`src/rtl/rgf_pkg.sv`:
```
// Shared types and constants of the radial Gaussian falloff texel unit.
package rgf_pkg;

  // Fixed-point units.
  localparam int Q16_ONE = 65536;
  localparam logic [31:0] Q30_ONE = 32'h4000_0000;
  localparam logic [61:0] Q30_HALF = 62'h2000_0000;
  localparam logic [31:0] Q14_HALF = 32'd8192;
  localparam int OUT_MAX = 255;

  // Reciprocal of six for the cubic term of the series, exact below 2^21.
  localparam logic [19:0] DIV6_MUL = 20'd699051;
  localparam int DIV6_SHIFT = 22;

  // Configuration register indexes and reset values.
  localparam int CFG_INDEX_W = 8;
  localparam logic [CFG_INDEX_W-1:0] REG_OFFSET_NEAR = 8'd0;
  localparam logic [CFG_INDEX_W-1:0] REG_OFFSET_FAR = 8'd1;
  localparam logic [CFG_INDEX_W-1:0] REG_SIGMA_NEAR = 8'd2;
  localparam logic [CFG_INDEX_W-1:0] REG_SIGMA_FAR = 8'd3;
  localparam logic [15:0] RST_OFFSET_NEAR = 16'd3277;
  localparam logic [15:0] RST_OFFSET_FAR = 16'd13107;
  localparam logic [15:0] RST_SIGMA_NEAR = 16'd1311;
  localparam logic [15:0] RST_SIGMA_FAR = 16'd32768;

  // Stage counts of the pipelined units.
  localparam int SQRT_STAGES = 17;
  localparam int DIV_STEPS = 21;
  localparam int SQUARINGS = 8;
  localparam int GAUSS_STAGES = 1 + DIV_STEPS + 4 + SQUARINGS + 1;
  localparam int RATIO_STAGES = 8;

  // How the final intensity is formed.
  typedef enum logic [1:0] {
    KIND_ZERO,
    KIND_FULL,
    KIND_DIV
  } ratio_kind_t;

endpackage

```
`src/rtl/rgf_ratio.sv`:
```
// Pipelined 8-bit quotient 255*val/amp with the clamped cases carried alongside.
module rgf_ratio import rgf_pkg::*; (
  input  logic        clk,
  input  logic        en,
  input  ratio_kind_t kind,
  input  logic [23:0] num,
  input  logic [16:0] den,
  output logic [7:0]  level
);

  logic [23:0] rem_q  [RATIO_STAGES-1];
  logic [16:0] den_q  [RATIO_STAGES-1];
  logic [7:0]  quo_q  [RATIO_STAGES];
  ratio_kind_t kind_q [RATIO_STAGES];

  for (genvar k = 0; k < RATIO_STAGES; k++) begin : g_step
    localparam int B = RATIO_STAGES - 1 - k;
    logic [23:0] rem_in;
    logic [16:0] den_in;
    logic [7:0]  quo_in;
    ratio_kind_t kind_in;
    logic [24:0] shifted;
    logic        ge;

    if (k == 0) begin : g_first
      assign rem_in  = num;
      assign den_in  = den;
      assign quo_in  = '0;
      assign kind_in = kind;
    end else begin : g_next
      assign rem_in  = rem_q[k-1];
      assign den_in  = den_q[k-1];
      assign quo_in  = quo_q[k-1];
      assign kind_in = kind_q[k-1];
    end

    assign shifted = 25'(den_in) << B;
    assign ge      = 25'(rem_in) >= shifted;

    always_ff @(posedge clk) begin
      if (en) begin
        quo_q[k]  <= quo_in | (8'(ge) << B);
        kind_q[k] <= kind_in;
      end
    end

    if (k < RATIO_STAGES - 1) begin : g_rem
      always_ff @(posedge clk) begin
        if (en) begin
          rem_q[k] <= ge ? 24'(25'(rem_in) - shifted) : rem_in;
          den_q[k] <= den_in;
        end
      end
    end
  end

  // Pick the clamped value or the quotient.
  always_comb begin
    unique case (kind_q[RATIO_STAGES-1])
      KIND_ZERO: level = '0;
      KIND_FULL: level = 8'(OUT_MAX);
      KIND_DIV:  level = quo_q[RATIO_STAGES-1];
      default:   level = '0;
    endcase
  end

endmodule

```
`config.mk`:
```
export PLATFORM = sky130hd
export DESIGN_NAME = rgf_ratio
export DESIGN_NICKNAME = d
export VERILOG_FILES = /design/src/rtl/rgf_pkg.sv /design/src/rtl/rgf_ratio.sv
export SDC_FILE = /design/constraint.sdc
export NUM_CORES = 1
export LEC_CHECK = 0
export ABC_CLOCK_PERIOD_IN_PS = 6300
export BUFFER_PORTS_ARGS = -buffer_cell sky130_fd_sc_hd__buf_2
export CORE_UTILIZATION = 35
export CTS_BUF_LIST = sky130_fd_sc_hd__clkbuf_4
export DETAILED_ROUTE_END_ITERATION = 10
export HOLD_SLACK_MARGIN = 0.15
export PLACE_DENSITY = 0.51
export SLEW_MARGIN = 20
export SYNTH_ARGS = -nofsm -noshare
export SYNTH_HDL_FRONTEND = slang
export SYNTH_SLANG_ARGS = --single-unit
```
`constraint.sdc`:
```
create_clock -name clk -period 6.3 [get_ports clk]
set_input_delay 0.315 -clock clk [delete_from_list [all_inputs] [get_ports clk]]
set_output_delay 0.315 -clock clk [all_outputs]
set_load 0.01 [all_outputs]
```
==> results of run 1 <==
-- Yosys cell counts, types with 4 or more instances --
library cell / instances
nand4_1: 19
nor3_1: 22
xnor2_1: 69
nand3_1: 26
mux2_4: 6
nor2_1: 101
a211oi_1: 13
nor2b_1: 24
xor2_1: 37
clkbuf_1: 12
mux2_2: 53
o211ai_1: 11
mux2i_1: 5
or2_2: 5
a211o_1: 5
o21a_1: 24
nand4b_1: 4
o211a_1: 6
o22ai_1: 6
and3_1: 12
nand2b_1: 17
ha_1: 138
a2111oi_0: 4
o31ai_1: 5
a21o_1: 47
or4_1: 6
a311oi_1: 4
o21ai_0: 86
nand2_1: 83
a31o_2: 6
a21boi_0: 4
edfxtp_1: 339
o21bai_1: 12
nor4_1: 7
a21oi_1: 130
a31oi_1: 17
inv_1: 166
or3_1: 10
nand3b_1: 6
buf_2: 11
fa_1: 7
-- cell families (layout without fill, tap and decap cells) --
| group | after synthesis | in the layout | synth area share (%) |
|---|---|---|---|
| AOI/OAI and AO/OA | 418 | 418 | 14.2 |
| xor gates and xnor gates | 106 | 106 | 4.90 |
| adders and majority gates | 145 | 145 | 9.85 |
| buffers and inverters | 194 | 449 | 4.11 |
| DFF | 339 | 339 | 53.7 |
| muxes | 65 | 65 | 3.95 |
| other | 0 | 4 | 0 |
| and+or+nand+nor | 355 | 355 | 9.26 |
-- what timing repair did --
action                     4_1_cts  5_1_grt
hold endpoints to repair       159        0
setup endpoints to repair        0        0
hold buffers                    53        0
-- path summary, 6_finish.rpt --
kind,start,endpoint,slack (ns),depth (start not counted)
setup / recovery,rem_q[2][4],rem_q[3][15],2.44,10
setup reg to reg,rem_q[2][4],rem_q[3][15],2.44,10
hold / removal,den[4],den_q[0][4],0.26,2
hold reg to reg,kind_q[0][4],kind_q[0][6],0.41,0
-- power by group --
group          internal, mW  switching [mW]
Sequential             3.16           0.269
Combinational          1.48            1.74
Clock                  1.05           0.932
Total                  5.69            2.94
-- flip-flops by register name, indices dropped and copies added, names as in the netlist --
| signal | cells |
|---|---|
| kind_q | 16 |
| rem_q | 168 |
| quo_q | 36 |
| den_q | 119 |
-- layout make-up --
cell class / instances / area (um2) / area share [%]
Timing Repair Buffer: 115 / 883 / 4.06
Antenna cell: 4 / 10.0 / 0.0460
Clock buffer: 131 / 983 / 4.52
Multi-Input combinational cell: 1089 / 8000 / 36.8
Clock inverter: 37 / 221 / 1.02
Inverter: 166 / 623 / 2.86
Sequential cell: 339 / 10200 / 46.8
Tap cell: 688 / 861 / 3.96
-- per-stage QoR --
step	power (mW)	setup WS, ns
after floorplan	5.87	3.47
after global routing	9.25	2.19
after CTS	8.75	2.39
final	8.63	2.44
after global placement	6.64	2.44
after detailed placement	6.67	2.41
-- layer usage --
layer	up-vias	track usage, %	part of all wire, %
met5	-	0	0
met4	0	8.53	4.7
met3	117	3.13	3.2
met2	262	26.4	51
met1	5947	15.6	42
li1	6471	-	-
==> flow_metrics.py, run 1 <==
metrics = {
    "clocking": {
        "path_clk_slew_ns": 0.06,
        "clock-sinks": 339,
        "cts_root_buffer": "clkbuf_4",
        "clock_latency_ns": 0.84,
        "post-cts-setup-buffers": 0,
        "htreeDepth": 3,
        "cts_resized": 0,
        "cts_buffers": 94,
        "clockBufferDepth": 3,
        "cts_tree": "built",
    },
    "placed_design": {
        "routabilityCongestion": 0.881,
        "dp_cells": 2343,
        "dp_hpwl_mm": 29.8,
        "portBuffers": 52,
        "dpl_cell_area_um2": 20000,
    },
    "route": {
        "drc_errors": 0,
        "vias_per_cell": 4.98,
        "dr.pass1.iters": 6,
        "detail-route-antenna-nets": 0,
        "vias": 12800,
        "drtIter0Drc": 550,
        "drt-wirelength-per-cell_um": 15.5,
        "wl_mm": 39.9,
    },
    "power": {
        "power_leakage_nw": 8.77,
        "ir_drop_v": 0.000124,
        "p_per_area_nw_per_um2": 397,
    },
    "sta": {
        "whs_ns": 0.261,
        "fmaxAchievable_mhz": 259,
        "tightest_slew_ns": 0.962,
        "rsz0062_at_grt": "no",
        "slew_viol_final": 0,
        "clock_skew_ns": 0.0649,
        "max-slew-margin-rel_pct": 35.0,
        "setup_viol": 0,
        "period_share_pct": 61.3,
        "setup_tns_ns": 0,
        "finalCriticalPeriod_ns": 3.86,
        "hold_violations": 0,
    },
    "setup_path": {
        "cp-start-kind": "register",
        "crit_chain": "inv_1 > ha_1 > fa_1 > nand2b_1 > a211oi_1 > o21ai_0 > o41ai_1 > a41o_1 > buf_4 > mux2_2",
        "slowest_stage": "a41o_1",
        "critPathMaxStageDelay_ns": 0.43,
        "critPathBufInv": 2,
        "end_kind": "register",
        "crit_required_ns": 6.85,
        "cp_max_fo": 28,
        "worst-setup-path-type": "reg2reg",
        "worstPathArrival_ns": 4.41,
        "path_delay_family": "compound AO/OA/AOI/OAI gates",
    },
    "synth": {
        "synth_cell_types": 78,
        "synth_cells": 1622,
        "synth-edff-count": 339,
        "synth-async-reset-ratio_pct": 0,
        "syn_nets": 1812,
        "synth_area_leader_cell": "edfxtp_1",
        "netlist_area_um2": 19000,
        "synth_top_cell_area_share_pct": 53.7,
        "yosys_warnings": 0,
        "ys_seq_elements": 339,
        "synthTopCellsByArea": "edfxtp_1 54%, ha_1 9.1%, a21oi_1 3.4%",
        "synth-main-ff-cell": "edfxtp_1",
        "yosysSeqAreaShare_pct": 53.7,
        "avgSynthCellArea_um2": 11.7,
    },
    "cells_and_area": {
        "layout_commonest_cell": "edfxtp_1",
        "final_util_pct": 41.0,
        "layout_common_cells": "339 x edfxtp_1, 166 x inv_1, 138 x ha_1, 131 x clkbuf_4, 130 x a21oi_1",
        "fin_area_um2": 21800,
        "fill_cells": 5024,
        "final_layout_size_suffix_gt1_share_pct": 15.6,
        "synthToLayoutAreaGrowth_pct": 14.8,
        "finalNonFillerCells": 2569,
        "finalNetCount": 1995,
    },
    "die": {
        "pin_count": 53,
        "die_h_um": 235,
        "die_area_um2": 55100,
        "start_util_pct": 35.7,
        "die_w_um": 235,
        "row_count": 84,
        "core_um2": 53100,
    },
    "grt": {
        "grt_max_degree": 121,
        "grt_first_pass_wirelength_mm": 64.7,
        "grt-ovfl-total": 0,
        "grt_use_total_pct": 14.6,
        "grt_pass1_vias": 13200,
        "antenna_found_initial": 2,
    },
    "status": {
        "status": "finished clean",
    },
    "flow_run": {
        "drv_cap": 0,
    },
    "hold_path": {
        "hold_path.class": "in2reg",
    },
}
No activity file was read; power rests on OpenSTA's default activity.
==> run 2, diff against run 1 <==
ABC_CLOCK_PERIOD_IN_PS = 3100   (was 6300)
PLACE_DENSITY = 0.53   (was 0.51)
clock period = 3.1 ns   (was 6.3 ns; I/O delays follow)
==> flow_metrics.py, run 2 (same netlist as run 1, synthesis figures left out) <==
metrics = {
    "cells_and_area": {
        "largest_register_ffs": 168,
        "synthToLayoutAreaGrowth_pct": 18.1,
        "register_area_um2": 10200,
        "layout_common_cells": "339 x edfxtp_1, 166 x inv_1, 138 x ha_1, 130 x a21oi_1, 122 x clkbuf_4",
        "layout_commonest_cell": "edfxtp_1",
        "max_flop_register": "rem_q",
        "fill_cells": 5009,
        "fin_area_um2": 22400,
        "top_regs": "rem_q x168, den_q x119, quo_q x36",
        "multi_input_area_um2": 8120,
        "finalNonFillerCells": 2614,
        "finalNetCount": 2057,
        "final_layout_size_suffix_gt1_share_pct": 17.0,
    },
    "route": {
        "dr.pass1.iters": 5,
        "drtIter0Drc": 733,
        "wl_mm": 39.6,
        "vias": 13100,
        "drt-wirelength-per-cell_um": 15.1,
        "detail-route-antenna-nets": 0,
        "drc_errors": 0,
        "vias_per_cell": 5.00,
    },
    "power": {
        "power_leakage_nw": 9.05,
        "p_per_area_nw_per_um2": 784,
        "ir_drop_v": 0.000256,
    },
    "sta": {
        "fmaxAchievable_mhz": 334,
        "hold_violations": 0,
        "layout_setup_ws_ns": 0.102,
        "slew_viol_final": 0,
        "tightest_slew_ns": 0.778,
        "max-slew-margin-rel_pct": 48.2,
        "clock_skew_ns": 0.0472,
        "setup_tns_ns": 0,
        "period_share_pct": 96.7,
        "finalCriticalPeriod_ns": 3.00,
        "setup_viol": 0,
    },
    "placed_design": {
        "dpl_cell_area_um2": 20300,
        "dp_slack_ns": -0.0901,
        "routabilityCongestion": 0.964,
        "portBuffers": 52,
        "dp_cells": 2374,
        "dp_hpwl_mm": 29.4,
    },
    "die": {
        "die_area_um2": 55100,
        "die_h_um": 235,
        "die_w_um": 235,
        "pin_count": 53,
        "start_util_pct": 35.7,
        "row_count": 84,
        "core_um2": 53100,
    },
    "setup_path": {
        "cp-start-kind": "register",
        "crit_path_frequent_cell": "inv_1",
        "rr_startpoint": "rem_q[1][5]",
        "cp_max_fo": 3,
        "reg2reg_to": "rem_q[2][23]",
        "setup.worst_path.start": "rem_q[1][5]",
        "worst-setup-path-type": "reg2reg",
        "crit_chain": "inv_1 > ha_1 > inv_1 > fa_1 > a21o_1 > a311oi_1 > nand2b_2 > a21oi_1 > o22ai_1 > o21ai_0 > mux2_2",
        "slowest_stage": "fa_1",
        "critPathMaxStageDelay_ns": 0.40,
        "crit_required_ns": 3.63,
        "end_kind": "register",
        "rr_worst_depth": 11,
        "worstSetupEndpoint": "rem_q[2][23]",
        "r2r_slack_ns": 0.10,
        "worstPathArrival_ns": 3.53,
    },
    "clocking": {
        "clockBufferDepth": 3,
        "path_clk_slew_ns": 0.06,
        "cts_root_buffer": "clkbuf_4",
        "clock-sinks": 339,
        "cts_buffers": 93,
        "clock_latency_ns": 0.81,
        "htreeDepth": 3,
        "cts_tree": "built",
    },
    "grt": {
        "grt_pass1_vias": 13500,
        "grt_use_total_pct": 14.4,
        "grt_max_degree": 90,
        "antenna_found_initial": 1,
        "grt_first_pass_wirelength_mm": 64.5,
        "grt-ovfl-total": 0,
    },
    "flow_run": {
        "drv_cap": 0,
    },
    "status": {
        "status": "finished clean",
    },
    "hold_path": {
        "hold_path.class": "in2reg",
    },
}
## run 2: worst max-delay path: cells and delay by family (launching register included)
| kind | cells | cell delay [ns] |
|---|---|---|
| simple gates | 1 | 0.25 |
| buf+inv | 2 | 0.12 |
| mux | 1 | 0.28 |
| compound gates | 5 | 1.11 |
| flops | 1 | 0.39 |
| fa+ha+maj | 2 | 0.55 |
## run 2: what timing repair did
| item | in CTS | in global routing |
|---|---|---|
| setup buffers | 1 | 2 |
| endpoints found under the setup margin | 23 | 46 |
| hold buffers | 81 | 0 |
| pin swaps | 2 | 5 |
| gates resized for setup | 3 | 13 |
| endpoints found under the hold margin | 327 | 0 |
| cloned | 1 | 1 |
## run 2: cell type report
class,count,area share (%)
flip-flops and latches,339,45.5
multi-input cells,1091,36.3
repair buffers,176,6.72
clock buffers,122,4.09
well taps,688,3.85
inverters,166,2.78
clock inverters,31,0.783
diodes,1,0.0112
## run 2: report_power, final
group,internal [mW],switching [mW]
Clock,1.91,1.81
Sequential,6.42,0.548
Combinational,3.23,3.64
## run 2: worst min-delay path by stage
| stage | from | to | slack, ns | cells past startpoint |
|---|---|---|---|---|
| after CTS | num[15] | rem_q[0][15] | 0.15 | 3 |
| after global routing | num[22] | rem_q[0][22] | 0.19 | 3 |
| final | num[13] | rem_q[0][13] | 0.25 | 3 |
| after floorplan | den[0] | den_q[0][0] | 0.25 | 0 |
| after detailed placement | kind[0] | kind_q[0][0] | 0.34 | 1 |
| after global placement | kind[0] | kind_q[0][0] | 0.33 | 1 |
## run 2: per-layer routing
layer	GRT usage, %	share of wire [%]	wire, um
met1	15.3	42	16400
met2	26.4	51	20000
met3	2.93	3.6	1440
met4	8.09	4.2	1660
met5	0	0	0
## run 2: through the flow
step / utilization (%) / power (mW) / hold slack, ns
final: 42.2 / 17.6 / 0.246
after global routing: 42.2 / 18.9 / 0.194
after CTS: 42.0 / 17.6 / 0.153
after detailed placement: 38.3 / 13.7 / 0.344
after global placement: 38.3 / 13.6 / 0.332
after floorplan: - / 11.9 / 0.254
