**src/rtl/rgf_pkg.sv**
```systemverilog
// Shared types and constants of the radial Gaussian falloff texel unit.
package rgf_pkg;

  // Fixed-point units.
  localparam int Q16_ONE = 65536;
  localparam logic [31:0] Q30_ONE = 32'h4000_0000;
  localparam logic [61:0] Q30_HALF = 62'h2000_0000;
  localparam logic [31:0] Q14_HALF = 32'd8192;
  localparam int OUT_MAX = 255;

  // Reciprocal of six for the cubic term of the series, exact below 2^21.
  localparam logic [19:0] DIV6_MUL = 20'd699051;
  localparam int DIV6_SHIFT = 22;

  // Configuration register indexes and reset values.
  localparam int CFG_INDEX_W = 8;
  localparam logic [CFG_INDEX_W-1:0] REG_OFFSET_NEAR = 8'd0;
  localparam logic [CFG_INDEX_W-1:0] REG_OFFSET_FAR = 8'd1;
  localparam logic [CFG_INDEX_W-1:0] REG_SIGMA_NEAR = 8'd2;
  localparam logic [CFG_INDEX_W-1:0] REG_SIGMA_FAR = 8'd3;
  localparam logic [15:0] RST_OFFSET_NEAR = 16'd3277;
  localparam logic [15:0] RST_OFFSET_FAR = 16'd13107;
  localparam logic [15:0] RST_SIGMA_NEAR = 16'd1311;
  localparam logic [15:0] RST_SIGMA_FAR = 16'd32768;

  // Stage counts of the pipelined units.
  localparam int SQRT_STAGES = 17;
  localparam int DIV_STEPS = 21;
  localparam int SQUARINGS = 8;
  localparam int GAUSS_STAGES = 1 + DIV_STEPS + 4 + SQUARINGS + 1;
  localparam int RATIO_STAGES = 8;

  // How the final intensity is formed.
  typedef enum logic [1:0] {
    KIND_ZERO,
    KIND_FULL,
    KIND_DIV
  } ratio_kind_t;

endpackage

```
**src/rtl/rgf_isqrt.sv**
```systemverilog
// Pipelined integer square root, one result bit per stage.
module rgf_isqrt import rgf_pkg::*; (
  input  logic        clk,
  input  logic        en,
  input  logic [33:0] radicand,
  output logic [16:0] root
);

  logic [33:0] rem_q  [SQRT_STAGES-1];
  logic [16:0] root_q [SQRT_STAGES];

  for (genvar k = 0; k < SQRT_STAGES; k++) begin : g_step
    localparam int B = SQRT_STAGES - 1 - k;
    logic [33:0] rem_in;
    logic [16:0] root_in;
    logic [34:0] trial;
    logic        take;

    if (k == 0) begin : g_first
      assign rem_in  = radicand;
      assign root_in = '0;
    end else begin : g_next
      assign rem_in  = rem_q[k-1];
      assign root_in = root_q[k-1];
    end

    // Setting this bit grows the square by 2*root*2^B + 2^(2B).
    assign trial = (35'(root_in) << (B + 1)) + (35'(1) << (2 * B));
    assign take  = {1'b0, rem_in} >= trial;

    always_ff @(posedge clk) begin
      if (en) begin
        root_q[k] <= take ? (root_in | (17'(1) << B)) : root_in;
      end
    end

    if (k < SQRT_STAGES - 1) begin : g_rem
      always_ff @(posedge clk) begin
        if (en) begin
          rem_q[k] <= take ? 34'({1'b0, rem_in} - trial) : rem_in;
        end
      end
    end
  end

  assign root = root_q[SQRT_STAGES-1];

endmodule

```
**config.mk**
```make
export PLATFORM = sky130hd
export DESIGN_NAME = rgf_isqrt
export DESIGN_NICKNAME = d
export VERILOG_FILES = /design/src/rtl/rgf_pkg.sv /design/src/rtl/rgf_isqrt.sv
export SDC_FILE = /design/constraint.sdc
export NUM_CORES = 1
export LEC_CHECK = 0
export ABC_CLOCK_PERIOD_IN_PS = 3600
export BUFFER_PORTS_ARGS = -buffer_cell sky130_fd_sc_hd__buf_2
export CORE_MARGIN = 8
export CORE_UTILIZATION = 35
export DETAILED_ROUTE_END_ITERATION = 12
export PLACE_DENSITY = 0.52
export REMOVE_ABC_BUFFERS = 1
export SETUP_SLACK_MARGIN = 0.4
export SLEW_MARGIN = 10
export SYNTH_ARGS = -nofsm -noshare
export SYNTH_HDL_FRONTEND = slang
export SYNTH_SLANG_ARGS = --single-unit
```
**constraint.sdc**
```tcl
create_clock -name clk -period 3.6 [get_ports clk]
set_input_delay 0.54 -clock clk [delete_from_list [all_inputs] [get_ports clk]]
set_output_delay 0.54 -clock clk [all_outputs]
set_load 0.01 [all_outputs]
```
==> results of run 1 <==
-- metal layers --
metal | part of all wire | vias up | GRT usage
met5 | 0 | - | 0
met4 | 0.039 | 0 | 0.0514
met3 | 0.030 | 157 | 0.0200
met2 | 0.54 | 431 | 0.264
met1 | 0.39 | 9889 | 0.144
li1 | - | 10100 | -
-- worst max-delay path, stage by stage, from the launching register on --
cell	delay, ns
edfxtp_1	0.39
nor4_1	0.28
buf_4	0.20
nand2_1	0.14
or4_1	0.66
o41ai_4	0.39
nor2_2	0.16
inv_1	0.25
mux2_2	0.37
-- path summary, 6_finish.rpt --
path	start	endpoint
worst max-delay path	rem_q[1][102]	rem_q[1][157]
worst min-delay path	radicand[13]	rem_q[0][13]
worst min register to register	rem_q[0][240]	rem_q[1][2]
worst max register to register	rem_q[1][102]	rem_q[1][157]
-- where the power goes --
part / switching [mW] / leakage [nW] / internal [mW]
Combinational: 2.09 / 6.17 / 1.56
Sequential: 0.732 / 6.68 / 10.2
Clock: 3.18 / 1.19 / 4.49
Total: 5.99 / 14.0 / 16.2
-- repair_timing --
item / 4_1_cts / 5_1_grt
setup buffers: 0 / 8
setup endpoints to repair: 36 / 41
pin swaps: 5 / 5
resized for setup: 11 / 23
gates cloned: 0 / 1
-- cells by family after synthesis --
logic type	synth area share
xor+xnor	0.0556
buf+inv	0.0298
mux	0.0104
simple gates	0.120
fa+ha+maj	0.0625
flops	0.630
compound gates	0.0909
-- cells in the mapped netlist, drive strengths merged, types with 11 or more instances --
master and count:
nor3 82, ha 166, or3 30, nor2 160
nand4 39, edfxtp 697, nand2 148, o21ai 140
a21oi 145, clkbuf 29, xor2 103, nand3b 14
nand3 44, o211ai 13, o31ai 15, or2 11
nand2b 31, inv 212, xnor2 108, nor2b 22
a31oi 12, nor4 94, buf 14, o21a 29
a211oi 18, a21o 35, or4 23, mux2 25
-- cells in the final DEF (no fill, tap or decap), drive strengths merged, types with 44 or more instances in the layout --
| master | count |
|---|---|
| nor4 | 94 |
| nand3 | 44 |
| o21ai | 140 |
| nor2 | 161 |
| nor3 | 82 |
| clkbuf | 100 |
| a21oi | 145 |
| xor2 | 103 |
| ha | 166 |
| buf | 110 |
| nand2 | 148 |
| edfxtp | 697 |
| xnor2 | 108 |
| inv | 213 |
-- layout make-up --
class                           count  share of cell area
Clock buffer                      100              0.0529
Clock inverter                     38              0.0122
Timing Repair Buffer              110              0.0218
Multi-Input combinational cell   1642               0.301
Sequential cell                   697               0.550
Tap cell                         1265              0.0416
Inverter                          212              0.0210
-- state kept, by name (all words and copies together) (netlist names) --
name and flops:
root_q 153, rem_q 544
==> impl_metrics.env, run 1 <==
export IMPL_fin_tns_setup_ns=0
export IMPL_grt_pass1_wl_um=113000
export IMPL_rrSetupSlack_ns=0.49
export IMPL_wire_per_inst_um=17.5
export IMPL_place_congestion=0.932
export IMPL_stdcell_area_sq_um=38100
export IMPL_irDropWorstVdd_mv=0.430
export IMPL_synth_top_area_share=0.630
export IMPL_r2r_cells=8
export IMPL_worstPathArrival_ns=3.47
export IMPL_viasPerCell=5.06
export IMPL_powerDensity_nw_per_um2=584
export IMPL_root_buffer="clkbuf_16"
export IMPL_cts_hold_buf=0
export IMPL_portBuffers=52
export IMPL_fin_crit_ns=3.11
export IMPL_fillers=8731
export IMPL_synth_main_ff_cell="edfxtp_1"
export IMPL_ys_seq_area_frac=0.630
export IMPL_cp_start_kind="register"
export IMPL_cts_sinks=697
export IMPL_place_hpwl_um=53300
export IMPL_fp_dieW_um=324
export IMPL_worstMarginPinSlew_ns=0.999
export IMPL_ys_seq_elements=697
export IMPL_drive_above_1_share=0.108
export IMPL_grt_max_degree=94
export IMPL_synth_edf_count=697
export IMPL_fp_dieH_um=324
export IMPL_cp_max_fo=7
export IMPL_dpl_instance_area_sq_um=35400
export IMPL_cts_tree="built"
export IMPL_path_clk_slew_ns=0.06
export IMPL_clkLatencyLatePin_ns=0.63
export IMPL_antenna_found_initial=0
export IMPL_hold_depth=1
export IMPL_fmax_mhz=322
export IMPL_final_cells=4064
export IMPL_slew_headroom=0.328
export IMPL_whs_ns=0.0686
export IMPL_grt_pass1_vias=21200
export IMPL_synth_area_sq_um=33200
export IMPL_initial_utilization=0.351
export IMPL_skew_ns=0.0301
export IMPL_layout_setup_ws_ns=0.494
export IMPL_finalHoldViolCount=0
export IMPL_drt_iter0_drc=1387
export IMPL_p_leak_nw=14.0
export IMPL_diodes=0
export IMPL_core_sq_um=94600
export IMPL_outcome="completed"
export IMPL_timing_final_crit_share=0.863
export IMPL_cp_required_ns=3.97
export IMPL_avgSynthCellArea_sq_um=12.8
export IMPL_cts_path_max_buffers=3
export IMPL_place_ws_ns=-0.248
export IMPL_critPathKind="reg -> reg"
export IMPL_cp_end_kind="register"
export IMPL_dp_cells=3917
export IMPL_yosysUniqueCellTypes=81
export IMPL_htreeDepth=3
export IMPL_multi_input_area_sq_um=11500
export IMPL_synthTopCellsByArea="edfxtp_1, ha_1, xnor2_1"
export IMPL_synth_warning_count=0
export IMPL_synthToLayoutAreaGrowth_pct=14.7
export IMPL_slew_violations=0
export IMPL_io_pins=53
export IMPL_grt_usage=0.135
export IMPL_vias=20600
export IMPL_synthArstFlopShare=0
export IMPL_drcViolationCount=0
export IMPL_fin_util=0.403
export IMPL_rows=113
export IMPL_wl_um=71300
export IMPL_cts_made_buffers=76
export IMPL_grt_overflow=0
export IMPL_power_mw=22.2
export IMPL_first_pass_iters=6
export IMPL_maxCapViolations=0
export IMPL_synth_area_leader_cell="edfxtp_1"
export IMPL_finalSetupViolCount=0
export IMPL_drtAntennaViolNets=0
export IMPL_dieArea_sq_um=105000
export IMPL_final_net_count=2941
export IMPL_final_seq_area_sq_um=20900
export IMPL_hp_class="in -> reg"
export IMPL_rsz0062_at_grt="true"
export IMPL_synth_cells=2593
Note: power is estimated with default switching activity, not from simulation.
==> run 2: changes to the inputs <==
--- a/config.mk
+++ b/config.mk
@@ -5,15 +5,15 @@
 export SDC_FILE = /design/constraint.sdc
 export NUM_CORES = 1
 export LEC_CHECK = 0
-export ABC_CLOCK_PERIOD_IN_PS = 3600
+export ABC_CLOCK_PERIOD_IN_PS = 3000
 export BUFFER_PORTS_ARGS = -buffer_cell sky130_fd_sc_hd__buf_2
 export CORE_MARGIN = 8
 export CORE_UTILIZATION = 35
 export DETAILED_ROUTE_END_ITERATION = 12
-export PLACE_DENSITY = 0.52
+export PLACE_DENSITY = 0.57
 export REMOVE_ABC_BUFFERS = 1
 export SETUP_SLACK_MARGIN = 0.4
-export SLEW_MARGIN = 10
+export SLEW_MARGIN = 20
 export SYNTH_ARGS = -nofsm -noshare
 export SYNTH_HDL_FRONTEND = slang
 export SYNTH_SLANG_ARGS = --single-unit
==> constraint.sdc (replaced) <==
create_clock -name clk -period 3 [get_ports clk]
set_input_delay 0.45 -clock clk [delete_from_list [all_inputs] [get_ports clk]]
set_output_delay 0.45 -clock clk [all_outputs]
set_load 0.01 [all_outputs]
==> run 2 against run 1 <==
Setup slack worse by 0.41 ns. Combinational power is 67% higher. Total power up 30%. Clock power rose by 26%. Cell count up 7.8%. Register-to-register slack worse by 0.41 ns. Utilization grew 6.0 points. Critical path type unchanged. Highest routed layer unchanged.
==> impl_metrics.env, run 2 (synthesis gave the netlist of run 1 again) <==
export IMPL_vias=22200
export IMPL_critPathKind="reg -> reg"
export IMPL_critPathBufInv=4
export IMPL_slew_headroom=0.351
export IMPL_initial_utilization=0.351
export IMPL_startpoint="rem_q[1][196]"
export IMPL_cts_made_buffers=77
export IMPL_stdcell_area_sq_um=43700
export IMPL_finalHoldViolCount=0
export IMPL_htreeDepth=3
export IMPL_viasPerCell=5.07
export IMPL_grt_pass1_wl_um=120000
export IMPL_synthToLayoutAreaGrowth_pct=31.6
export IMPL_powerDensity_nw_per_um2=661
export IMPL_final_seq_area_sq_um=20900
export IMPL_maxCapViolations=0
export IMPL_irDropWorstVdd_mv=0.499
export IMPL_place_hpwl_um=53300
export IMPL_skew_ns=0.0365
export IMPL_largest_register_ffs=544
export IMPL_fillers=8157
export IMPL_worstMarginPinSlew_ns=0.966
export IMPL_outcome="completed"
export IMPL_grt_overflow=0
export IMPL_cts_tree="built"
export IMPL_grt_max_degree=93
export IMPL_core_sq_um=94600
export IMPL_io_pins=53
export IMPL_fp_dieW_um=324
export IMPL_rows=113
export IMPL_holdPathEnd="root_q[0][16]"
export IMPL_fp_dieH_um=324
export IMPL_cp_required_ns=3.38
export IMPL_first_pass_iters=7
export IMPL_drive_above_1_share=0.299
export IMPL_multi_input_area_sq_um=14000
export IMPL_path_clk_slew_ns=0.06
export IMPL_path_delay_family="simple AND/OR/NAND/NOR gates"
export IMPL_grt_usage=0.143
export IMPL_drt_iter0_drc=1295
export IMPL_finalSetupViolCount=0
export IMPL_worstPathArrival_ns=3.29
export IMPL_rrSetupSlack_ns=0.09
export IMPL_root_buffer="clkbuf_16"
export IMPL_crit_chain="or3_4 > or3_4 > or3_4 > or3_4 > buf_6 > buf_6 > nor2_8 > inv_8 > buf_12 > nor2_2 > a21oi_1"
export IMPL_diodes=0
export IMPL_layout_cells_most_common="edfxtp_1"
export IMPL_rsz0062_at_grt="true"
export IMPL_clkLatencyLatePin_ns=0.66
export IMPL_wire_per_inst_um=17.9
export IMPL_cp_start_kind="register"
export IMPL_fin_crit_ns=2.91
export IMPL_top_register="rem_q"
export IMPL_place_congestion=0.929
export IMPL_layout_common_cells="edfxtp_1, buf_4, inv_1"
export IMPL_slew_violations=0
export IMPL_cp_end_kind="register"
export IMPL_final_net_count=3255
export IMPL_p_leak_nw=16.2
export IMPL_power_mw=28.9
export IMPL_drcViolationCount=0
export IMPL_cts_path_max_buffers=3
export IMPL_antenna_found_initial=0
export IMPL_grt_pass1_vias=23200
export IMPL_cpMostUsedCell="or3_4"
export IMPL_r2r_cells=11
export IMPL_crit_slowest_cell="or3_4"
export IMPL_drtAntennaViolNets=0
export IMPL_reg2reg_from="rem_q[1][196]"
export IMPL_cp_max_fo=6
export IMPL_reg_top3="rem_q (544), root_q (153)"
export IMPL_portBuffers=52
export IMPL_dpl_instance_area_sq_um=36400
export IMPL_timing_rr_end="rem_q[1][211]"
export IMPL_timing_final_crit_share=0.970
export IMPL_dieArea_sq_um=105000
export IMPL_max_stage_delay_ns=0.41
export IMPL_hold_depth=2
export IMPL_hold_start="radicand[33]"
export IMPL_fmax_mhz=343
export IMPL_wl_um=78500
export IMPL_cts_sinks=697
export IMPL_hp_class="in -> reg"
==> run 2: cell count changes in the layout (fill, tap and decap cells not counted), moves of 26 or more <==
cell,before,now
a21oi_2,3,34
buf_6,0,61
ha_4,2,45
nor4_1,84,51
o21ai_0,133,81
o21ai_2,3,34
nand2_1,148,122
buf_4,48,237
ha_1,161,116
dlygate4sd3_1,0,32
nor2_1,156,119
a21oi_1,142,107
==> run 2: per-stage QoR <==
step	hold slack (ns)	TNS (ns)	setup slack, ns	utilization	instances
floorplan	0.417	-7.91	-0.452	-	2550
global placement	0.425	-26.14	-0.683	0.384	4042
detailed placement	0.429	-16.83	-0.658	0.385	4044
CTS	0.0392	0	0.0898	0.439	4293
global route	0.0329	0	0.0294	0.462	4381
finish	0.0873	0	0.0886	0.462	4381
==> run 2: how the worst max path moves through the flow <==
stage,end,cells after the start,slack [ns]
after floorplan,rem_q[1][64],9,-0.45
after global placement,rem_q[1][234],9,-0.68
after detailed placement,rem_q[1][234],9,-0.66
after CTS,rem_q[1][234],10,0.09
after global routing,rem_q[1][211],11,0.03
final,rem_q[1][211],11,0.09
==> run 2: layout make-up <==
cell class	count	area share
sequential	697	0.479
multi-input combinational	1646	0.320
timing repair buffer	419	0.0861
clock buffer	85	0.0448
tap	1265	0.0362
inverter	212	0.0186
clock inverter	57	0.0160
==> run 2: metal layers <==
| metal | share of wire | wire length (um) | global-route usage | vias to the layer above |
|---|---|---|---|---|
| li1 | - | - | - | 10700 |
| met1 | 0.37 | 29000 | 0.143 | 10800 |
| met2 | 0.55 | 43200 | 0.280 | 476 |
| met3 | 0.033 | 2600 | 0.0262 | 218 |
| met4 | 0.047 | 3720 | 0.0682 | 0 |
| met5 | 0 | 0 | 0 | - |
==> run 2: what timing repair did <==
action	CTS	global route
hold endpoints to repair	32	0
buffers inserted	62	79
hold buffers	32	0
resized for setup	308	318
setup endpoints to repair	234	242
pin swaps	104	105
gates cloned	13	9
==> run 2: report_power, final <==
group	leakage (nW)	switching [mW]	total [mW]	internal, mW
Combinational	8.29	3.20	6.11	2.91
Clock	1.25	4.07	9.67	5.60
Sequential	6.68	0.905	13.1	12.2
Total	16.2	8.17	28.9	20.7
==> run 3: changes to the inputs <==
--- a/config.mk
+++ b/config.mk
@@ -9,6 +9,7 @@
 export BUFFER_PORTS_ARGS = -buffer_cell sky130_fd_sc_hd__buf_2
 export CORE_MARGIN = 8
 export CORE_UTILIZATION = 35
+export CTS_BUF_LIST = sky130_fd_sc_hd__clkbuf_2 sky130_fd_sc_hd__clkbuf_4 sky130_fd_sc_hd__clkbuf_8
 export DETAILED_ROUTE_END_ITERATION = 12
 export PLACE_DENSITY = 0.57
 export REMOVE_ABC_BUFFERS = 1
==> run 3 against run 2 <==
Fmax decreased by 0.97%. Sequential cell count unchanged. Global-route usage decreased by 0.053 points. Sequential share of layout area increased by 0.36 points. Total power decreased by 3.6%. Worst hold slack improved by 0.085 ns. Critical endpoint unchanged. First-iteration DRC count increased by 3.9%. Critical path depth unchanged. Non-clock buffer count increased by 6. Largest cell class unchanged.
==> impl_metrics.env, run 3 (synthesis gave the netlist of run 1 again) <==
export IMPL_r2r_cells=11
export IMPL_antenna_found_initial=1
export IMPL_fmax_mhz=340
export IMPL_final_cells=4462
export IMPL_drive_above_1_share=0.311
export IMPL_dp_cells=4044
export IMPL_crit_chain="or3_4 > or3_4 > or3_4 > or3_4 > buf_6 > buf_6 > nor2_8 > inv_8 > buf_12 > nor2_2 > a21oi_1"
export IMPL_power_mw=27.9
export IMPL_first_pass_iters=7
export IMPL_whs_ns=0.173
export IMPL_cts_path_max_buffers=3
export IMPL_place_hpwl_um=53300
export IMPL_max_stage_delay_ns=0.41
export IMPL_cp_start_kind="register"
export IMPL_final_net_count=3298
export IMPL_grt_pass1_wl_um=120000
export IMPL_swShare=0.286
export IMPL_fin_crit_ns=2.94
export IMPL_rows=113
export IMPL_grt_pass1_vias=23400
export IMPL_holdPathEnd="root_q[7][16]"
export IMPL_drcViolationCount=0
export IMPL_cts_sinks=697
export IMPL_wire_per_inst_um=17.5
export IMPL_multi_input_area_sq_um=13800
export IMPL_path_clk_slew_ns=0.07
export IMPL_grt_overflow=0
export IMPL_dpl_instance_area_sq_um=36400
export IMPL_p_sw_mw=7.96
export IMPL_cp_max_fo=12
export IMPL_p_leak_nw=16.3
export IMPL_finalSetupViolCount=0
export IMPL_drt_iter0_drc=1346
export IMPL_cpMostUsedCell="or3_4"
export IMPL_layout_cells_most_common="edfxtp_1"
export IMPL_viasPerCell=5.06
export IMPL_rrSetupSlack_ns=0.06
export IMPL_hp_class="in -> reg"
export IMPL_irDropWorstVdd_mv=0.546
export IMPL_dieArea_sq_um=105000
export IMPL_clkLatencyLatePin_ns=0.77
export IMPL_timing_rr_end="rem_q[1][211]"
export IMPL_root_buffer="clkbuf_8"
export IMPL_place_congestion=0.929
export IMPL_skew_ns=0.0410
export IMPL_reg_top3="rem_q (544), root_q (153)"
export IMPL_worstPathArrival_ns=3.43
export IMPL_maxCapViolations=0
export IMPL_critPathKind="reg -> reg"
export IMPL_worstMarginPinSlew_ns=0.864
export IMPL_htreeDepth=3
export IMPL_critPathBufInv=4
export IMPL_grt_max_degree=93
export IMPL_path_delay_family="simple AND/OR/NAND/NOR gates"
export IMPL_vias=22600
export IMPL_crit_slowest_cell="or3_4"
export IMPL_drtAntennaViolNets=0
export IMPL_fp_dieW_um=324
export IMPL_fp_dieH_um=324
export IMPL_powerDensity_nw_per_um2=642
export IMPL_stdcell_area_sq_um=43400
export IMPL_power_frac_seq=0.470
export IMPL_outcome="completed"
export IMPL_cts_made_buffers=114
export IMPL_top_register="rem_q"
export IMPL_wl_um=78200
export IMPL_internal_power_mw=19.9
export IMPL_reg2reg_from="rem_q[1][196]"
export IMPL_portBuffers=52
export IMPL_cts_tree="built"
export IMPL_timing_final_crit_share=0.980
export IMPL_rsz0062_at_grt="true"
export IMPL_power_frac_comb=0.218
export IMPL_hold_depth=1
export IMPL_finalHoldViolCount=0
export IMPL_io_pins=53
export IMPL_cp_required_ns=3.49
export IMPL_largest_register_ffs=544
export IMPL_initial_utilization=0.351
export IMPL_clkPwrFrac=0.313
export IMPL_slew_violations=0
export IMPL_core_sq_um=94600
export IMPL_cp_end_kind="register"
export IMPL_synthToLayoutAreaGrowth_pct=30.6
export IMPL_fillers=8269
export IMPL_layout_common_cells="edfxtp_1, buf_4, inv_1"
export IMPL_hold_start="en"
export IMPL_final_seq_area_sq_um=20900
export IMPL_slew_headroom=0.420
export IMPL_grt_usage=0.142
run 3: cell count changes in the layout (fill, tap and decap cells not counted), moves of 6 or more:
cell / previous run / this run
clkbuf_4: 0 / 26
clkinv_1: 16 / 35
clkbuf_1: 8 / 0
clkinvlp_4: 11 / 4
clkbuf_8: 0 / 114
nor2_4: 22 / 14
clkbuf_16: 81 / 3
nand2_2: 12 / 21
clkinv_16: 6 / 0
nand2_1: 122 / 116
clkinv_2: 10 / 21
run 3: per-layer routing:
layer | wire length [um] | global-route usage | vias to the layer above
li1 | - | - | 10800
met1 | 28700 | 0.142 | 10900
met5 | 0 | 0 | -
met4 | 4400 | 0.0772 | 0
met2 | 42300 | 0.276 | 552
met3 | 2810 | 0.0243 | 264
run 3: timing repair:
action,CTS,global route
cloned,12,7
pin swaps,103,108
gates resized for setup,288,319
setup endpoints to repair,237,241
endpoints found under the hold margin,35,0
hold buffers,35,0
setup buffers,61,86
run 3: metrics by stage:
| step | TNS (ns) | setup slack, ns | util |
|---|---|---|---|
| finish | 0 | 0.0599 | 0.459 |
| global route | 0 | 0.00554 | 0.459 |
| CTS | 0 | 0.0802 | 0.436 |
| detailed placement | -16.83 | -0.658 | 0.385 |
| global placement | -26.14 | -0.683 | 0.384 |
| floorplan | -7.91 | -0.452 | - |
run 3: power groups by stage:
stage / Sequential, mW / Combinational, mW / Clock (mW)
3_3_place_gp: 13.2 / 4.63 / 0
3_5_place_dp: 13.2 / 4.75 / 0
5_1_grt: 13.2 / 6.61 / 9.40
6_report: 13.1 / 6.06 / 8.71
2_1_floorplan: 12.9 / 3.17 / 0
4_1_cts: 13.0 / 5.32 / 8.99
run 3: worst reg2reg max path: stages, from the launching register on:
cell,delay (ns)
edfxtp_1,0.40
or3_4,0.40
or3_4,0.33
or3_4,0.34
or3_4,0.41
buf_6,0.13
buf_6,0.11
nor2_8,0.16
inv_8,0.08
buf_12,0.16
nor2_2,0.10
a21oi_1,0.06
run 3: final cells by class:
type	instances	area share
Multi-Input combinational cell	1646	0.318
Sequential cell	697	0.482
Clock inverter	76	0.0153
Clock buffer	140	0.0407
Tap cell	1265	0.0365
Inverter	212	0.0187
Antenna cell	1	0.0000577
Timing Repair Buffer	425	0.0880
run 3: worst max-delay path by stage:
stage | to | cells after the start | slack [ns] | from
2_1_floorplan | rem_q[1][64] | 9 | -0.45 | rem_q[1][22]
3_3_place_gp | rem_q[1][234] | 9 | -0.68 | rem_q[1][186]
3_5_place_dp | rem_q[1][234] | 9 | -0.66 | rem_q[1][186]
4_1_cts | rem_q[1][232] | 10 | 0.08 | rem_q[1][184]
5_1_grt | rem_q[1][211] | 11 | 0.006 | rem_q[1][196]
6_report | rem_q[1][211] | 11 | 0.06 | rem_q[1][196]
